--- src/rtl/spr_pkg.sv ---
// Shared constants, types and helpers of the symmetric padding matrix reader.
package spr_pkg;

	localparam int COORD_W = 16;
	localparam int SIZE_W = 7;
	localparam int WORD_W = 32;
	localparam int CFG_IDX_W = 2;

	localparam int DEF_MAX_ROWS = 64;
	localparam int DEF_MAX_COLS = 64;
	localparam int DEF_DATA_WIDTH = 32;

	localparam logic [SIZE_W-1:0] SIZE_RESET = 7'd64;

	// configuration register indexes
	localparam logic [CFG_IDX_W-1:0] CFG_ROWS = 2'd0;
	localparam logic [CFG_IDX_W-1:0] CFG_COLS = 2'd1;

	// request codes
	localparam logic REQ_WRITE = 1'b0;
	localparam logic REQ_READ = 1'b1;

	typedef struct packed {
		logic done;
		logic [SIZE_W-1:0] idx;
	} refl_rsp_t;

	// zero counts as one, anything above the maximum saturates
	function automatic logic [SIZE_W-1:0] clamp_size(input logic [SIZE_W-1:0] v, input int maxv);
		logic [SIZE_W-1:0] res;
		if (v == '0) begin
			res = 7'd1;
		end else if (int'(v) > maxv) begin
			res = SIZE_W'(maxv);
		end else begin
			res = v;
		end
		return res;
	endfunction

endpackage

--- src/rtl/spr_reflect.sv ---
// Bit-serial restoring divider that folds one signed coordinate onto 0..n-1.
module spr_reflect (
	input  logic                                clk,
	input  logic                                arst_n,
	input  logic                                start,
	input  logic signed [spr_pkg::COORD_W-1:0]  coord,
	input  logic [spr_pkg::SIZE_W-1:0]          size,
	output spr_pkg::refl_rsp_t                  rsp
);

	import spr_pkg::*;

	localparam int MW = COORD_W - 1;
	localparam int CNT_W = $clog2(MW + 1);

	logic [MW-1:0]     m_q;
	logic [SIZE_W-1:0] rem_q;
	logic [SIZE_W-1:0] n_q;
	logic              qlsb_q;
	logic [CNT_W-1:0]  cnt_q;
	logic              busy_q;
	logic              done_q;

	logic [SIZE_W:0]   trial;
	logic              fits;
	logic [SIZE_W-1:0] rem_next;

	always_comb begin
		trial = {rem_q, m_q[MW-1]};
		fits = trial >= {1'b0, n_q};
		rem_next = fits ? SIZE_W'(trial - {1'b0, n_q}) : trial[SIZE_W-1:0];
	end

	always_ff @(posedge clk or negedge arst_n) begin
		if (!arst_n) begin
			busy_q <= 1'b0;
			done_q <= 1'b0;
			cnt_q <= '0;
		end else begin
			done_q <= 1'b0;
			if (start) begin
				busy_q <= 1'b1;
				cnt_q <= CNT_W'(MW);
			end else if (busy_q) begin
				cnt_q <= cnt_q - 1'b1;
				if (cnt_q == CNT_W'(1)) begin
					busy_q <= 1'b0;
					done_q <= 1'b1;
				end
			end
		end
	end

	// a negative coordinate c folds to -c-1, which is the inverted magnitude bits
	always_ff @(posedge clk) begin
		if (start) begin
			m_q <= coord[COORD_W-1] ? ~coord[MW-1:0] : coord[MW-1:0];
			rem_q <= '0;
			n_q <= size;
			qlsb_q <= 1'b0;
		end else if (busy_q) begin
			m_q <= {m_q[MW-2:0], 1'b0};
			rem_q <= rem_next;
			qlsb_q <= fits;
		end
	end

	// mirror the offset on odd tiles
	assign rsp.done = done_q;
	assign rsp.idx = qlsb_q ? SIZE_W'(n_q - 1'b1 - rem_q) : rem_q;

endmodule

--- config.mk ---
export PLATFORM = sky130hd
export DESIGN_NAME = spr_reflect
export DESIGN_NICKNAME = d
export VERILOG_FILES = /design/src/rtl/spr_pkg.sv /design/src/rtl/spr_reflect.sv
export SDC_FILE = /design/constraint.sdc
export NUM_CORES = 1
export LEC_CHECK = 0
export ABC_AREA = 1
export ABC_CLOCK_PERIOD_IN_PS = 4780
export BUFFER_PORTS_ARGS = -buffer_cell sky130_fd_sc_hd__buf_2
export CORE_UTILIZATION = 45
export CTS_CLUSTER_DIAMETER = 60
export DETAILED_ROUTE_END_ITERATION = 12
export GPL_TIMING_DRIVEN = 0
export PLACE_DENSITY = 0.65
export SETUP_SLACK_MARGIN = 0.02
export SLEW_MARGIN = 20
export SYNTH_ARGS = -nofsm -noshare
export SYNTH_HDL_FRONTEND = slang
export SYNTH_SLANG_ARGS = --single-unit
export TNS_END_PERCENT = 100
--- constraint.sdc ---
create_clock -name clk -period 4.78 [get_ports clk]
set_input_delay 0 -clock clk [delete_from_list [all_inputs] [get_ports clk]]
set_output_delay 0 -clock clk [all_outputs]
set_load 0.01 [all_outputs]
==> results.md <==
Logic synthesis:
- In the synthesized netlist the async set-or-reset flop fraction comes to 0.1667.
- The most instantiated flip-flop cell in the synthesis netlist is sky130_fd_sc_hd__edfxtp_1.
- After synthesis, the mean cell area works out to 8.135 sq um.
- Synthesis produced 283 cells.
- The top cell type by total area after synthesis is sky130_fd_sc_hd__edfxtp_1.
- The count of cell types in the netlist is 30.
- Synthesis inferred 36 register bits.
- After synthesis, the cell types taking the most area are sky130_fd_sc_hd__edfxtp_1, sky130_fd_sc_hd__nand2_1, sky130_fd_sc_hd__ha_1.
- The summed instance area of the synthesized netlist is 2302 sq um.
- The share of synthesized area in the top cell type comes to 0.2870.
- The number of flops mapped to enable cells by yosys is 22.
- Counting every net in the synthesized netlist gives 326.
- The share of the yosys chip area belonging to registers is 0.4217.
- The count of yosys warnings during synthesis is 0.

Clock tree:
- The CTS tree is done.
- Clock latency on the worst-skew pair, taken at its later pin, is 0.29 ns.
- In this run the clock root is driven by a sky130_fd_sc_hd__clkbuf_8.
- After clock tree synthesis, the clock-pin slew on the worst setup and hold paths is 0.07 ns.
- The depth of the CTS H-tree is 2.
- The clock sink count is 36.
- The number of buffers inserted during clock tree synthesis is 5.
- The post-CTS repair timing setup buffer count is 0.
- The longest clock path from root to sink contains 2 buffers.

Pwr:
- The static power due to leakage is 1.298 nW.
- Dividing total power by cell area gives a power density of 439.2 nW/um^2.
- The worst-case IR drop observed on VDD is 0.2160 mV.
- The total power draw is 1.192 mW.

Critical path:
- The worst setup path category is reg -> out.
- Walking the worst path, the cells encountered are inv_1, ha_1, inv_1, fa_1, nor3_1, nor2_1, nand2_1, nand2_1, nand2_1, o21ai_1, buf_2.
- In this run the worst path has a maximum fanout of 4.
- In this design, the critical path's most frequently occurring cell is sky130_fd_sc_hd__nand2_1.
- STA classifies the critical path endpoint as a primary output.
- STA classifies the critical path startpoint as a flop.
- The largest single stage delay on the critical path is 0.43 ns.
- The data arrival time of the worst path is 2.19 ns.
- The largest individual stage delay along the critical path comes from the cell sky130_fd_sc_hd__fa_1.
- The logic depth of the worst register-to-register path is 10.
- The critical path runs through a total of 11 cells.
- The data required time at the worst endpoint is 4.78 ns.
- The cell type group with the largest total delay on the critical path is adder cells.
- The number of buffer and inverter instances along the worst setup path is 3.

STA:
- For the final routed database, the setup TNS stands at 0 ns.
- Timing would allow up to 0.4559 GHz.
- Measured against its own limit, the worst slew margin works out to 0.5897.
- The hold violation total from the final report is 0.
- The actual slew at the worst max-slew pin is 0.6148 ns.
- Setup repair after global routing left no endpoint under its margin.
- The post-route minimum period is 2.194 ns.
- The final worst-path setup slack is 2.586 ns.
- On the final layout, the worst clock skew is 0.004993 ns.
- Of the available clock period, the critical path in the final layout requires 0.4589.
- The number of endpoints failing setup at the final stage is 0.
- The final-report max-slew violation count is 0.

Job:
- Max-cap violations in this run came to 0.

Global routing:
- Entering global routing, the biggest net connects 17 pins.
- The number of antenna violations at the first check in global routing is 0.
- The first global-routing pass estimated 7534 um of wire.
- After global routing the overflow that remains totals 0.
- The number of global-route vias before repair is 1690.
- Across every metal layer, demand over resource in global routing totals 0.1838.

Detailed routing:
- Using the TritonRoute via totals, the vias-per-cell ratio works out to 4.721.
- The violation count after the first detailed-routing iteration is 114.
- The total length of routed wires is 4452 um.
- Before antenna repair, the detailed router went through 4 iterations.
- The remaining antenna violation count after routing is 0.
- The routed layout has 1879 vias.
- Dividing the detail-routed wire length by the instance count gives 11.19 um.
- After detailed routing, the number of remaining DRC violations is 0.

Placement:
- The instance count after placement with tap cells included is 382.
- The weighted congestion reported at the end of routability-driven placement is 0.8370.
- The post-DP HPWL is 3413 um.
- The count of buffers added on input and output ports is 32.
- The setup slack after placement is 2.879 ns.

Floorplanning:
- The floorplan has 25 rows.
- The die span in y is 73.53 um.
- The I/O pin total is 34.
- The area of the die is 5406 sq um.
- The starting density of the core is 0.4779.
- The total area inside the core boundary comes to 4817 sq um.
- Measured along the x axis, the die boundary spans 73.53 um.

Layout:
- The number of standard cells in the final layout excluding fillers is 398.
- The final net count is 373.
- From synthesis to final layout, the design area changed by 17.88%.
- The repair_antennas step left the layout with diodes totalling 0.
- The fraction of layout cells with a size suffix above 1 is 0.1541.

Status:
- The run finished with clean final reports.

Hold path:
- The class of the most critical hold timing path is in -> async.
[synthesized netlist by cell type, types with 2 or more instances]
cell type	number
sky130_fd_sc_hd__a21oi_1	7
sky130_fd_sc_hd__dfxtp_1	8
sky130_fd_sc_hd__inv_2	3
sky130_fd_sc_hd__nand3_1	18
sky130_fd_sc_hd__nand4_1	4
sky130_fd_sc_hd__dfrtp_1	6
sky130_fd_sc_hd__inv_1	34
sky130_fd_sc_hd__edfxtp_1	22
sky130_fd_sc_hd__nand2_1	85
sky130_fd_sc_hd__fa_1	2
sky130_fd_sc_hd__xnor2_1	17
sky130_fd_sc_hd__or2_1	3
sky130_fd_sc_hd__ha_1	15
sky130_fd_sc_hd__nor2_2	2
sky130_fd_sc_hd__nor3_1	2
sky130_fd_sc_hd__buf_2	2
sky130_fd_sc_hd__xor2_1	2
sky130_fd_sc_hd__o21ai_0	8
sky130_fd_sc_hd__o21ai_1	18
sky130_fd_sc_hd__nor2_1	11
sky130_fd_sc_hd__clkbuf_1	5
[cells in the final DEF (no fill, tap or decap), types with 3 or more instances in the layout]
cell,instances
sky130_fd_sc_hd__ha_1,15
sky130_fd_sc_hd__dfrtp_1,6
sky130_fd_sc_hd__nand3_1,18
sky130_fd_sc_hd__o21ai_0,8
sky130_fd_sc_hd__inv_2,3
sky130_fd_sc_hd__a21oi_1,7
sky130_fd_sc_hd__dlygate4sd3_1,8
sky130_fd_sc_hd__edfxtp_1,22
sky130_fd_sc_hd__clkbuf_8,5
sky130_fd_sc_hd__o21ai_1,18
sky130_fd_sc_hd__nor2_1,11
sky130_fd_sc_hd__clkbuf_1,5
sky130_fd_sc_hd__nand4_1,4
sky130_fd_sc_hd__or2_1,3
sky130_fd_sc_hd__buf_2,34
sky130_fd_sc_hd__inv_1,34
sky130_fd_sc_hd__dfxtp_1,8
sky130_fd_sc_hd__nand2_1,85
sky130_fd_sc_hd__xnor2_1,17
[power breakdown]
group | switching (mW) | internal, mW | leakage, nW
Sequential | 0.0383 | 0.382 | 0.362
Clock | 0.113 | 0.102 | 0.0479
Combinational | 0.331 | 0.226 | 0.888
Total | 0.483 | 0.709 | 1.30
[cell type report]
type / instances / area (sq um)
fill: 467 / 2103
timing repair buffer: 40 / 240.2
inverter: 37 / 138.9
tap: 67 / 83.83
buffer: 8 / 36.28
multi-input combinational: 202 / 1156
clock inverter: 3 / 18.77
sequential: 36 / 970.9
clock buffer: 5 / 68.82
[metrics by stage]
| stage | util | area [sq um] | hold WS, ns |
|---|---|---|---|
| after global routing | 0.5634 | 2714 | 0.04935 |
| after global placement | 0.5286 | 2546 | -0.1691 |
| final | 0.5634 | 2714 | 0.05558 |
| after CTS | 0.5634 | 2714 | 0.03241 |
| after floorplan | - | 2302 | -0.2956 |
| after detailed placement | 0.5286 | 2546 | -0.1674 |
[timing repair]
item                       in CTS  in global routing
setup endpoints to repair       0                  0
hold buffers                    8                  0
hold endpoints to repair       13                  0
resized for setup               0                  0
[final timing paths]
| kind | startpoint | endpoint | slack, ns |
|---|---|---|---|
| max | rem_q[0] | rsp[6] | 2.59 |
| min | arst_n | busy_q | 0.06 |
| max reg2reg | n_q[0] | rem_q[5] | 2.88 |
| min reg2reg | rem_q[2] | rem_q[2] | 0.48 |
| max in group asynchronous | arst_n | cnt_q[1] | 4.58 |
| min in group clk | coord[0] | m_q[0] | 0.06 |
[cells by family after synthesis]
| family | synth area share |
|---|---|
| xor gates and xnor gates | 0.07228 |
| AOI/OAI and AO/OA | 0.08805 |
| DFF | 0.4217 |
| buffers and inverters | 0.07609 |
| and+or+nand+nor | 0.2429 |
| adders and majority gates | 0.09891 |
[layer usage]
metal  global-route usage  routed length, um  share of wire
met2               0.2885               1921           0.43
met3              0.04390                191          0.043
met5                    0                  0              0
met4              0.04487                 50          0.011
met1               0.2557               2289           0.51
[registers in the layout (all words and copies together) (netlist names)]
signal  count
n_q         7
m_q        15
cnt_q       4
rem_q       7
qlsb_q      1
busy_q      1
done_q      1
Note: power is estimated with default switching activity, not from simulation.
